### src/tdpa_pkg.sv
// Shared types and codes for the text delta patch applier.
`timescale 1ns / 1ps

package tdpa_pkg;

	typedef enum logic [7:0] {
		PH_IDLE   = 8'b0000_0001,
		PH_NUM    = 8'b0000_0010,
		PH_OP     = 8'b0000_0100,
		PH_COPY   = 8'b0000_1000,
		PH_SKIP   = 8'b0001_0000,
		PH_INSERT = 8'b0010_0000,
		PH_DELIM  = 8'b0100_0000,
		PH_END    = 8'b1000_0000
	} phase_t;

	typedef enum logic [1:0] {
		OP_START = 2'd0,
		OP_DELTA = 2'd1,
		OP_OLD   = 2'd2,
		OP_EOD   = 2'd3
	} item_op_t;

	localparam logic [2:0] ST_OK        = 3'd0;
	localparam logic [2:0] ST_OVERRUN   = 3'd1;
	localparam logic [2:0] ST_DELIM     = 3'd2;
	localparam logic [2:0] ST_UNKNOWN   = 3'd3;
	localparam logic [2:0] ST_MALFORMED = 3'd4;
	localparam logic [2:0] ST_MISMATCH  = 3'd5;
	localparam logic [2:0] ST_KIND      = 3'd6;

	localparam logic [1:0] NEED_DELTA = 2'd0;
	localparam logic [1:0] NEED_OLD   = 2'd1;
	localparam logic [1:0] NEED_NONE  = 2'd2;

	localparam logic [7:0] CH_COPY  = 8'h3D;
	localparam logic [7:0] CH_SKIP  = 8'h2D;
	localparam logic [7:0] CH_INS   = 8'h2B;
	localparam logic [7:0] CH_BAR   = 8'h7C;
	localparam logic [7:0] CH_SPACE = 8'h20;
	localparam logic [7:0] CH_TAB   = 8'h09;
	localparam logic [7:0] CH_CR    = 8'h0D;
	localparam logic [7:0] CH_ZERO  = 8'h30;
	localparam logic [7:0] CH_NINE  = 8'h39;

	typedef struct packed {
		logic       out_valid;
		logic [7:0] out_byte;
		logic [1:0] need_next;
		logic       done_res;
		logic [2:0] status;
	} result_t;

endpackage

### src/tdpa_core.sv
// Patch state machine: job state registers and the one-word step logic.
`timescale 1ns / 1ps

module tdpa_core #(
	parameter int LENGTH_BITS = 32
) (
	input  logic                clk,
	input  logic                arst_n,
	input  logic                step_en,
	input  logic [1:0]          op,
	input  logic [31:0]         data,
	output tdpa_pkg::result_t   result
);

	localparam int L = LENGTH_BITS;

	tdpa_pkg::phase_t phase_q, phase_d;
	logic [L-1:0]     acc_q, acc_d;
	logic [L-1:0]     rem_q, rem_d;
	logic [L-1:0]     pos_q, pos_d;
	logic [L-1:0]     size_q, size_d;
	logic             digits_q, digits_d;
	logic             token_q, token_d;
	logic [2:0]       err_q, err_d;

	logic [7:0]       c;
	logic             blank;
	logic             is_digit;
	logic [L+3:0]     acc_x10;
	logic [L:0]       pos_sum;
	logic             overrun;
	logic             emit;
	logic [7:0]       emit_byte;

	tdpa_pkg::phase_t tk_phase;
	logic [2:0]       tk_err;
	logic             tk_clear;

	assign c        = data[7:0];
	assign blank    = (c == tdpa_pkg::CH_SPACE) ||
		(c >= tdpa_pkg::CH_TAB && c <= tdpa_pkg::CH_CR);
	assign is_digit = (c >= tdpa_pkg::CH_ZERO) && (c <= tdpa_pkg::CH_NINE);
	assign acc_x10  = {1'b0, acc_q, 3'b000} + {3'b000, acc_q, 1'b0} +
		{{L{1'b0}}, c[3:0]};
	assign pos_sum  = {1'b0, pos_q} + {1'b0, acc_q};
	assign overrun  = pos_sum > {1'b0, size_q};

	// op character: choose the next phase
	always_comb begin
		tk_phase = phase_q;
		tk_err   = err_q;
		tk_clear = 1'b0;
		priority if (c == tdpa_pkg::CH_COPY || c == tdpa_pkg::CH_SKIP) begin
			priority if (overrun) begin
				tk_phase = tdpa_pkg::PH_END;
				tk_err   = tdpa_pkg::ST_OVERRUN;
			end else if (acc_q == '0) begin
				tk_phase = tdpa_pkg::PH_NUM;
				tk_clear = 1'b1;
			end else begin
				tk_phase = (c == tdpa_pkg::CH_COPY) ? tdpa_pkg::PH_COPY : tdpa_pkg::PH_SKIP;
			end
		end else if (c == tdpa_pkg::CH_INS) begin
			tk_phase = (acc_q == '0) ? tdpa_pkg::PH_DELIM : tdpa_pkg::PH_INSERT;
		end else begin
			tk_phase = tdpa_pkg::PH_END;
			tk_err   = tdpa_pkg::ST_UNKNOWN;
		end
	end

	always_comb begin
		phase_d   = phase_q;
		acc_d     = acc_q;
		rem_d     = rem_q;
		pos_d     = pos_q;
		size_d    = size_q;
		digits_d  = digits_q;
		token_d   = token_q;
		err_d     = err_q;
		emit      = 1'b0;
		emit_byte = 8'h00;

		priority if (op == tdpa_pkg::OP_START) begin
			phase_d  = tdpa_pkg::PH_NUM;
			acc_d    = '0;
			rem_d    = '0;
			pos_d    = '0;
			size_d   = data[L-1:0];
			digits_d = 1'b0;
			token_d  = 1'b0;
			err_d    = tdpa_pkg::ST_OK;
		end else if (phase_q == tdpa_pkg::PH_END && err_q != tdpa_pkg::ST_OK) begin
			phase_d = phase_q;
		end else if (phase_q == tdpa_pkg::PH_IDLE || phase_q == tdpa_pkg::PH_END) begin
			phase_d = tdpa_pkg::PH_END;
			err_d   = tdpa_pkg::ST_KIND;
		end else if (op == tdpa_pkg::OP_DELTA) begin
			unique case (phase_q)
				tdpa_pkg::PH_NUM: begin
					priority if (blank) begin
						if (digits_q) begin
							phase_d = tdpa_pkg::PH_OP;
						end else begin
							token_d = 1'b1;
						end
					end else if (is_digit) begin
						if (acc_x10[L+3:L] != 4'd0) begin
							phase_d = tdpa_pkg::PH_END;
							err_d   = tdpa_pkg::ST_MALFORMED;
						end else begin
							acc_d    = acc_x10[L-1:0];
							digits_d = 1'b1;
							token_d  = 1'b1;
						end
					end else if (digits_q) begin
						phase_d = tk_phase;
						err_d   = tk_err;
						rem_d   = acc_q;
						if (tk_clear) begin
							acc_d    = '0;
							digits_d = 1'b0;
							token_d  = 1'b0;
						end
					end else begin
						phase_d = tdpa_pkg::PH_END;
						err_d   = tdpa_pkg::ST_MALFORMED;
					end
				end
				tdpa_pkg::PH_OP: begin
					if (!blank) begin
						phase_d = tk_phase;
						err_d   = tk_err;
						rem_d   = acc_q;
						if (tk_clear) begin
							acc_d    = '0;
							digits_d = 1'b0;
							token_d  = 1'b0;
						end
					end
				end
				tdpa_pkg::PH_INSERT: begin
					emit      = 1'b1;
					emit_byte = c;
					rem_d     = rem_q - L'(1);
					if (rem_q == L'(1)) begin
						phase_d = tdpa_pkg::PH_DELIM;
					end
				end
				tdpa_pkg::PH_DELIM: begin
					priority if (blank) begin
						phase_d = phase_q;
					end else if (c == tdpa_pkg::CH_BAR) begin
						phase_d  = tdpa_pkg::PH_NUM;
						acc_d    = '0;
						digits_d = 1'b0;
						token_d  = 1'b0;
					end else begin
						phase_d = tdpa_pkg::PH_END;
						err_d   = tdpa_pkg::ST_DELIM;
					end
				end
				default: begin
					phase_d = tdpa_pkg::PH_END;
					err_d   = tdpa_pkg::ST_KIND;
				end
			endcase
		end else if (op == tdpa_pkg::OP_OLD) begin
			if (phase_q == tdpa_pkg::PH_COPY || phase_q == tdpa_pkg::PH_SKIP) begin
				emit      = (phase_q == tdpa_pkg::PH_COPY);
				emit_byte = (phase_q == tdpa_pkg::PH_COPY) ? c : 8'h00;
				pos_d     = pos_q + L'(1);
				rem_d     = rem_q - L'(1);
				if (rem_q == L'(1)) begin
					phase_d  = tdpa_pkg::PH_NUM;
					acc_d    = '0;
					digits_d = 1'b0;
					token_d  = 1'b0;
				end
			end else begin
				phase_d = tdpa_pkg::PH_END;
				err_d   = tdpa_pkg::ST_KIND;
			end
		end else begin
			phase_d = tdpa_pkg::PH_END;
			priority if (phase_q == tdpa_pkg::PH_NUM) begin
				priority if (token_q) begin
					err_d = tdpa_pkg::ST_MALFORMED;
				end else if (pos_q != size_q) begin
					err_d = tdpa_pkg::ST_MISMATCH;
				end else begin
					err_d = tdpa_pkg::ST_OK;
				end
			end else if (phase_q == tdpa_pkg::PH_OP || phase_q == tdpa_pkg::PH_INSERT ||
				phase_q == tdpa_pkg::PH_DELIM) begin
				err_d = tdpa_pkg::ST_MALFORMED;
			end else begin
				err_d = tdpa_pkg::ST_KIND;
			end
		end
	end

	always_comb begin
		result.out_valid = emit;
		result.out_byte  = emit_byte;
		result.done_res  = (phase_d == tdpa_pkg::PH_END) && (err_d == tdpa_pkg::ST_OK);
		result.status    = err_d;
		priority if (phase_d == tdpa_pkg::PH_COPY || phase_d == tdpa_pkg::PH_SKIP) begin
			result.need_next = tdpa_pkg::NEED_OLD;
		end else if (phase_d == tdpa_pkg::PH_IDLE || phase_d == tdpa_pkg::PH_END) begin
			result.need_next = tdpa_pkg::NEED_NONE;
		end else begin
			result.need_next = tdpa_pkg::NEED_DELTA;
		end
	end

	always_ff @(posedge clk or negedge arst_n) begin
		if (!arst_n) begin
			phase_q  <= tdpa_pkg::PH_IDLE;
			acc_q    <= '0;
			rem_q    <= '0;
			pos_q    <= '0;
			size_q   <= '0;
			digits_q <= 1'b0;
			token_q  <= 1'b0;
			err_q    <= tdpa_pkg::ST_OK;
		end else if (step_en) begin
			phase_q  <= phase_d;
			acc_q    <= acc_d;
			rem_q    <= rem_d;
			pos_q    <= pos_d;
			size_q   <= size_d;
			digits_q <= digits_d;
			token_q  <= token_d;
			err_q    <= err_d;
		end
	end

	a_pos_bounded: assert property (@(posedge clk) disable iff (!arst_n)
		pos_q <= size_q)
		else $error("old position past old length");

	a_move_nonzero: assert property (@(posedge clk) disable iff (!arst_n)
		(phase_q == tdpa_pkg::PH_COPY || phase_q == tdpa_pkg::PH_SKIP ||
		 phase_q == tdpa_pkg::PH_INSERT) |-> rem_q != '0)
		else $error("byte-moving phase with zero count");

	a_sticky: assert property (@(posedge clk) disable iff (!arst_n)
		(phase_q == tdpa_pkg::PH_END && err_q != tdpa_pkg::ST_OK && step_en &&
		 op != tdpa_pkg::OP_START) |=> (phase_q == tdpa_pkg::PH_END && $stable(err_q)))
		else $error("failure not sticky");

endmodule

### src/text_delta_patch_applier.sv
// Top level: input register, patch state machine, result register.
// Path: a word taken passes the input register, then the result register;
//   result_valid rises when the result register loads; a held result stalls that load.
// Throughput: one word per cycle, set by the single-step update, unless output stalls.
// Reset: arst_n clears the valid flags of both register stages and the job state to idle.
`timescale 1ns / 1ps

module text_delta_patch_applier #(
	parameter int LENGTH_BITS = 32
) (
	input  logic        clk,
	input  logic        arst_n,
	input  logic        item_valid,
	output logic        item_ready,
	input  logic [1:0]  operation,
	input  logic [31:0] data,
	output logic        result_valid,
	input  logic        result_ready,
	output logic        out_valid,
	output logic [7:0]  out_byte,
	output logic [1:0]  need_next,
	output logic        done_res,
	output logic [2:0]  status
);

	logic              vld_s1;
	logic [1:0]        op_s1;
	logic [31:0]       data_s1;
	logic              vld_s2;
	tdpa_pkg::result_t res_s2;
	tdpa_pkg::result_t res_next;
	logic              advance;

	assign advance    = vld_s1 && (!vld_s2 || result_ready);
	assign item_ready = !vld_s1 || advance;

	tdpa_core #(
		.LENGTH_BITS(LENGTH_BITS)
	) u_core (
		.clk    (clk),
		.arst_n (arst_n),
		.step_en(advance),
		.op     (op_s1),
		.data   (data_s1),
		.result (res_next)
	);

	always_ff @(posedge clk or negedge arst_n) begin
		if (!arst_n) begin
			vld_s1 <= 1'b0;
		end else if (item_ready) begin
			vld_s1 <= item_valid;
		end
	end

	always_ff @(posedge clk) begin
		if (item_ready && item_valid) begin
			op_s1   <= operation;
			data_s1 <= data;
		end
	end

	always_ff @(posedge clk or negedge arst_n) begin
		if (!arst_n) begin
			vld_s2 <= 1'b0;
		end else if (advance) begin
			vld_s2 <= 1'b1;
		end else if (result_ready) begin
			vld_s2 <= 1'b0;
		end
	end

	always_ff @(posedge clk) begin
		if (advance) begin
			res_s2 <= res_next;
		end
	end

	assign result_valid = vld_s2;
	assign out_valid    = res_s2.out_valid;
	assign out_byte     = res_s2.out_byte;
	assign need_next    = res_s2.need_next;
	assign done_res     = res_s2.done_res;
	assign status       = res_s2.status;

	a_stall_only: assert property (@(posedge clk) disable iff (!arst_n)
		!item_ready |-> (result_valid && !result_ready))
		else $error("input stalled without output back-pressure");

	a_done_ok: assert property (@(posedge clk) disable iff (!arst_n)
		(result_valid && done_res) |-> (status == tdpa_pkg::ST_OK &&
		 need_next == tdpa_pkg::NEED_NONE))
		else $error("done with error or live job");

	a_err_ends: assert property (@(posedge clk) disable iff (!arst_n)
		(result_valid && status != tdpa_pkg::ST_OK) |->
		(need_next == tdpa_pkg::NEED_NONE && !out_valid))
		else $error("error code while job running");

	a_byte_live: assert property (@(posedge clk) disable iff (!arst_n)
		(result_valid && out_valid) |-> need_next != tdpa_pkg::NEED_NONE)
		else $error("byte emitted by a finished job");

endmodule

### config.mk
export PLATFORM = sky130hd
export DESIGN_NAME = text_delta_patch_applier
export DESIGN_NICKNAME = d
export VERILOG_FILES = /design/src/tdpa_pkg.sv /design/src/tdpa_core.sv /design/src/text_delta_patch_applier.sv
export SDC_FILE = /design/constraint.sdc
export NUM_CORES = 1
export LEC_CHECK = 0
export BUFFER_PORTS_ARGS = -buffer_cell sky130_fd_sc_hd__buf_2
export CAP_MARGIN = 15
export CORE_ASPECT_RATIO = 1.75
export CORE_MARGIN = 3
export CORE_UTILIZATION = 55
export DETAILED_ROUTE_END_ITERATION = 10
export PLACE_DENSITY_LB_ADDON = 0.3
export SETUP_SLACK_MARGIN = 0.5
export SLEW_MARGIN = 20
export SYNTH_ARGS = -nofsm -noshare
export SYNTH_HDL_FRONTEND = slang
export SYNTH_SLANG_ARGS = --single-unit
### constraint.sdc
create_clock -name clk -period 10 [get_ports clk]
set_input_delay 2 -clock clk [delete_from_list [all_inputs] [get_ports clk]]
set_output_delay 2 -clock clk [all_outputs]
set_load 0.05 [all_outputs]
== Word-level counts from Yosys, hierarchy flattened ==
Cells that the tools add are included.
Operators by class
  $add $sub $neg: 5
  order comparisons: 5
  equality and inequality tests: 38
  mux-type cells: 120
  reductions and logical operators: 36
Operator list (number)
  $mux 32: 31
  $mux 8: 25
  $pmux 32 s3: 2
  $mux 3: 19
  $eq 8x6->1 const B: 5
  $reduce_and 13->1: 3
  $add 35x33->36: 1
  $add 36x4->36: 1
  $mux 1: 35
  $add 32x32->33: 1
  $gt 33x32->1: 1
  $add 32x1->32 const B: 1
  $eq 32x1->1 const B: 1
  $logic_not 32->1: 1
  $ne 32x32->1: 1
  $pmux 8 s4: 1
  $sub 32x1->32 const B: 1
  $eq 8x1->1 const B: 2
  $eq 8x4->1 const B: 2
  $eq 8x5->1 const B: 2
  $eq 8x7->1 const B: 2
  $eq 8x8->1 const B: 2
  $ne 4x4->1 const B: 4
  $pmux 3 s4: 1
  32 further kinds: 59
Storage, ports and cells
  register bits after elaboration: 192
  input bits: 38
  output and inout port bits: 17
  logic and storage cells: 221

== Logic depth before layout (Yosys ltp) ==
  depth after elaboration: 16
  gate-level depth with buffers: 25
  depth with buffers taken out: 24

== Cells and area by module ==
A second synthesis with hierarchy kept.
Unflattened totals
  cell total of the unflattened synthesis: 1580
  area, all modules: 14013.4 µm²
Modules (own cells, without submodules)
  tdpa_core: instances 1, cells each 1523, area an instance 12438.2 µm², seq. area each 3529.6 µm²
  text_delta_patch_applier: instances 1, cells each 57, area an instance 1575.3 µm², seq. area each 1521.5 µm²

== Least setup slack after synthesis ==
OpenSTA, ideal clock, no wires.
  kind: flip-flop to flip-flop
  start point: register u_core.acc_q[0]
  end point: register u_core.acc_q[30]
  library setup time: 0.124 ns
  data arrival time: 4.939 ns
  data required time: 9.876 ns
  setup slack: 4.937 ns
  stages on the path, launching flop included: 26
  buffers on the path: 2
  clock period less this slack: 5.063 ns
  cells stage by stage: dfrtp_1 ha_1 inv_1 fa_1 nand2b_1 a21oi_1 o211ai_1 a21oi_1 o21a_1 nor2_1 o21ai_0 o41a_1 nor4b_1 a311o_1 ha_1 a21o_1 a211o_1 a221oi_1 a21oi_1 nor3_1 and4_1 clkbuf_1 a21oi_1 buf_4 a32oi_1 nand2_1
On the way
  cells in the longest elaborated chain, start to end: 13
  elaborated cells on any way between the ends: 22
  classes of those cells: add/sub (3); order compare (1); eq/ne (1); mux (14); reduce/logical (3)
RTL lines
  start: declaration: RTL line tdpa_core.sv:18  | logic [L-1:0] acc_q, acc_d;
  start signal: assignment: RTL line tdpa_core.sv:219  | acc_q <= '0;
  start signal: assignment: RTL line tdpa_core.sv:228  | acc_q <= acc_d;
  $add 32x32->33 / $logic_not 32->1 (equally long branches): RTL line tdpa_core.sv:45, tdpa_core.sv:57
  $gt 33x32->1 / $mux 1 (equally long branches): RTL line tdpa_core.sv:46, tdpa_core.sv:57
  $mux 1: RTL line tdpa_core.sv:54  | priority if (overrun) begin
  $mux 1: RTL line tdpa_core.sv:53  | priority if (c == tdpa_pkg::CH_COPY || c == tdpa_pkg::CH_SKIP) begin
  $mux 32 (2 in series)
  $mux 32: RTL line tdpa_core.sv:106  | end else if (is_digit) begin
  $mux 32: RTL line tdpa_core.sv:100  | priority if (blank) begin
  $pmux 32 s3: RTL line tdpa_core.sv:98  | unique case (phase_q)
  $mux 32: RTL line tdpa_core.sv:97  | end else if (op == tdpa_pkg::OP_DELTA) begin
  $mux 32: RTL line tdpa_core.sv:94  | end else if (phase_q == tdpa_pkg::PH_IDLE || phase_q == tdpa_pkg::PH_END) begin
  $mux 32: RTL line tdpa_core.sv:92  | end else if (phase_q == tdpa_pkg::PH_END && err_q != tdpa_pkg::ST_OK) begin
  $mux 32: RTL line tdpa_core.sv:83  | priority if (op == tdpa_pkg::OP_START) begin
Several ways; a longest one is shown, not always the timed one. The select of a mux whose other input is x is not followed.
A chain may end at the register's enable or synchronous reset.

==> flow_metrics.tcl <==
set metrics [dict create \
    cts_made_buffers 17 \
    core_sq_um 24800 \
    drt_iter0_drc 1044 \
    first_global_vias 13031 \
    grt_pass1_wl_microns 68100 \
    critPathKind "reg2reg" \
    final_antenna_net_count 0 \
    yosys-top-cells-area "dfrtp_1 25%, ha_1 12%, edfxtp_1 10%" \
    vias_per_cell 6.57 \
    post_cts.repair.setup_buffers 0 \
    start_util_pct 56.5 \
    synthDistinctLibCells 87 \
    synthCells 1601 \
    crit_path_start_kind "register" \
    clock_latency_ns 0.46 \
    path_max_fanout 7 \
    yosysTopAreaCell "dfrtp_1" \
    wl_per_cell_microns 21.9 \
    drive_above_1_share_pct 8.35 \
    synth_edf_count 49 \
    avgSynthCellArea_sq_um 8.75 \
    yosysWarnings 0 \
    regArea_sq_um 5050 \
    power_mw 2.77 \
    synth_fp_nets 1772 \
    portBuffers 54 \
    grt-busiest-layer "met2" \
    leakage_nw 6.83 \
    hpwl_microns 32600 \
    arrival_ns 6.44 \
    fp.dieArea_sq_um 27500 \
    cts.repair.resized 0 \
    yosys.area.top_type_share_pct 25.4 \
    synth.ff_latch_count 192 \
    antenna_found_initial 0 \
    fin_tns_setup_ns 0 \
    synth.cell_area_sq_um 14000 \
    tightest_slew_ns 0.910 \
    rsz0062_at_grt "no" \
    postLayoutCoreUtil_pct 61.3 \
    diodes 0 \
    power_density_nw_per_um2 182 \
    drt_wl_total_microns 43000 \
    h-tree-depth 4 \
    grt_overflow 0 \
    clock_path_buffers 2 \
    period_share_pct 60.4 \
    fin_nets 1810 \
    cap_violations 0 \
    finalSetupViolations 0 \
    finalCriticalPeriod_ns 6.04 \
    die_x_microns 127 \
    met3_usage_pct 5.89 \
    drc 0 \
    cts_sinks 192 \
    areaGrowthSynthToFinish_pct 8.61 \
    io_pins 55 \
    num_rows 76 \
    n_fill_cell 2181 \
    multiInputGateArea_sq_um 8530 \
    fmax_mhz 166 \
    grt_max_degree 94 \
    worstPathRequired_ns 10.40 \
    ir_drop_mv 0.150 \
    ys_seq_area_share_pct 36.0 \
    hold_class "reg2reg" \
    hold_viol 0 \
    grt_util_met1_pct 32.0 \
    use_met2_pct 55.8 \
    maxSlewHeadroom_pct 39.3 \
    vias 12898 \
    root_buffer "clkbuf_16" \
    ys.flop_type "dfrtp_1" \
    first_pass_iters 5 \
    grtUsageTotal_pct 31.5 \
    async_reset_ff_share_pct 74.5 \
    die_h_microns 217 \
    outcome "complete, no violations" \
    hold_buffers 0 \
    fin_area_sq_um 15200 \
    fin_skew_ns 0.00881 \
    gp_congestion 1.02 \
    maxSlewViolCount 0 \
    cts.clk_slew.worst_paths_ns 0.07 \
    place_area_sq_um 14600 \
    cts_tree "built" \
    post-place-ws_ns 4.12 \
    endpoint_kind "register" \
    finalWorstSetupSlack_ns 3.96 \
]
## flip-flops by register name (all words and copies together), names as in the netlist, 3 cells and up
name / flops
data_s1: 32
u_core.acc_q: 32
u_core.pos_q: 32
u_core.rem_q: 32
u_core.size_q: 32
out_byte: 8
u_core.phase_q: 8
status: 3
u_core.err_q: 3
## synth_stat cells (6+ instances only)
cell type and number:
a31oi_1 14, nand4_1 24, xor2_1 61, and4_1 6, clkbuf_1 41, a21oi_1 149
a21o_1 22, o211ai_1 18, nor2b_1 8, inv_1 69, nand2_1 124, and3_1 30
or3_1 21, a211oi_1 9, o21bai_1 9, edfxtp_1 49, dfrtp_1 142, nor3b_1 9
nand2b_1 17, nor3_1 52, o21ai_0 178, a22o_1 13, nor4_1 24, and2_1 15
o21a_1 13, nand3_1 37, ha_1 130, nor2_1 144, xnor2_1 51
## metrics by stage
step | hold WS [ns] | cells
after floorplan | 0.426 | 1601
after global placement | 0.432 | 1931
after detailed placement | 0.447 | 1931
after CTS | 0.465 | 1963
after global routing | 0.480 | 1964
final | 0.460 | 1964
## final timing paths
check	from	to	slack, ns	cells past startpoint
worst max-delay path	u_core.acc_q[14]	u_core.err_q[2]	3.96	22
worst max register to register	u_core.acc_q[14]	u_core.err_q[2]	3.96	22
min in group asynchronous	arst_n	u_core.size_q[14]	1.58	1
worst min register to register	data_s1[24]	u_core.size_q[24]	0.46	2
max in group asynchronous	arst_n	u_core.rem_q[29]	7.01	2
worst min-delay path	data_s1[24]	u_core.size_q[24]	0.46	2
## kinds of logic (layout without fill, tap and decap cells)
family	count (synthesis)	in the layout	share of synthesized area, %
compound gates	503	503	22.1
buf+inv	118	169	3.29
fa+ha+maj	133	133	12.0
flops	192	192	36.0
xor+xnor	112	112	7.00
simple gates	537	537	19.0
mux	6	6	0.473
## layer usage
metal / share of wire [%] / vias up
li1: - / 5984
met1: 35 / 6197
met2: 51 / 514
met3: 5.4 / 203
met4: 8.7 / 0
met5: 0 / -
## critical path: stages (launching register included)
cell,delay (ns)
dfrtp_1,0.51
ha_1,0.44
o21ai_0,0.32
o21ai_0,0.14
a22oi_1,0.22
a21oi_1,0.14
o21a_1,0.20
nor2_1,0.17
o21ai_0,0.15
o41a_1,0.37
nor4b_1,0.28
a311o_1,0.16
ha_1,0.25
a21o_1,0.20
a211o_1,0.29
a221oi_1,0.21
a21oi_1,0.13
nor3_1,0.47
nand3_1,0.38
a31oi_1,0.26
a2111oi_0,0.10
a211oi_1,0.35
mux2_2,0.21
## power by group
part / switching [mW] / internal (mW) / leakage [nW]
clock: 0.332 / 0.377 / 0.292
combinational: 0.604 / 0.370 / 4.19
sequential: 0.153 / 0.930 / 2.35
total: 1.09 / 1.68 / 6.83
## cells in the final DEF, fill, tap and decap left out, drive strengths merged, types with 6 or more instances in the layout
cell	n
nor2b	8
and4	6
inv	77
and2	15
a31oi	14
nand2b	17
o21bai	9
or3	22
edfxtp	49
a22o	13
a211oi	10
o211ai	19
a21oi	151
xor2	61
o21a	13
ha	130
nor3b	9
nand3	37
nand2	128
a21o	22
nor4	24
dfrtp	142
nor2	144
buf	68
o21ai	179
xnor2	51
and3	30
clkbuf	17
nor3	56
nand4	24
## cell type report
cell class	count	share of cell area, %
multi-input combinational	1291	56.0
sequential	192	33.2
clock buffer	17	2.79
timing repair buffer	68	2.59
tap	312	2.56
inverter	69	1.70
clock inverter	15	1.13
Power figures use the tool's default switching activity.
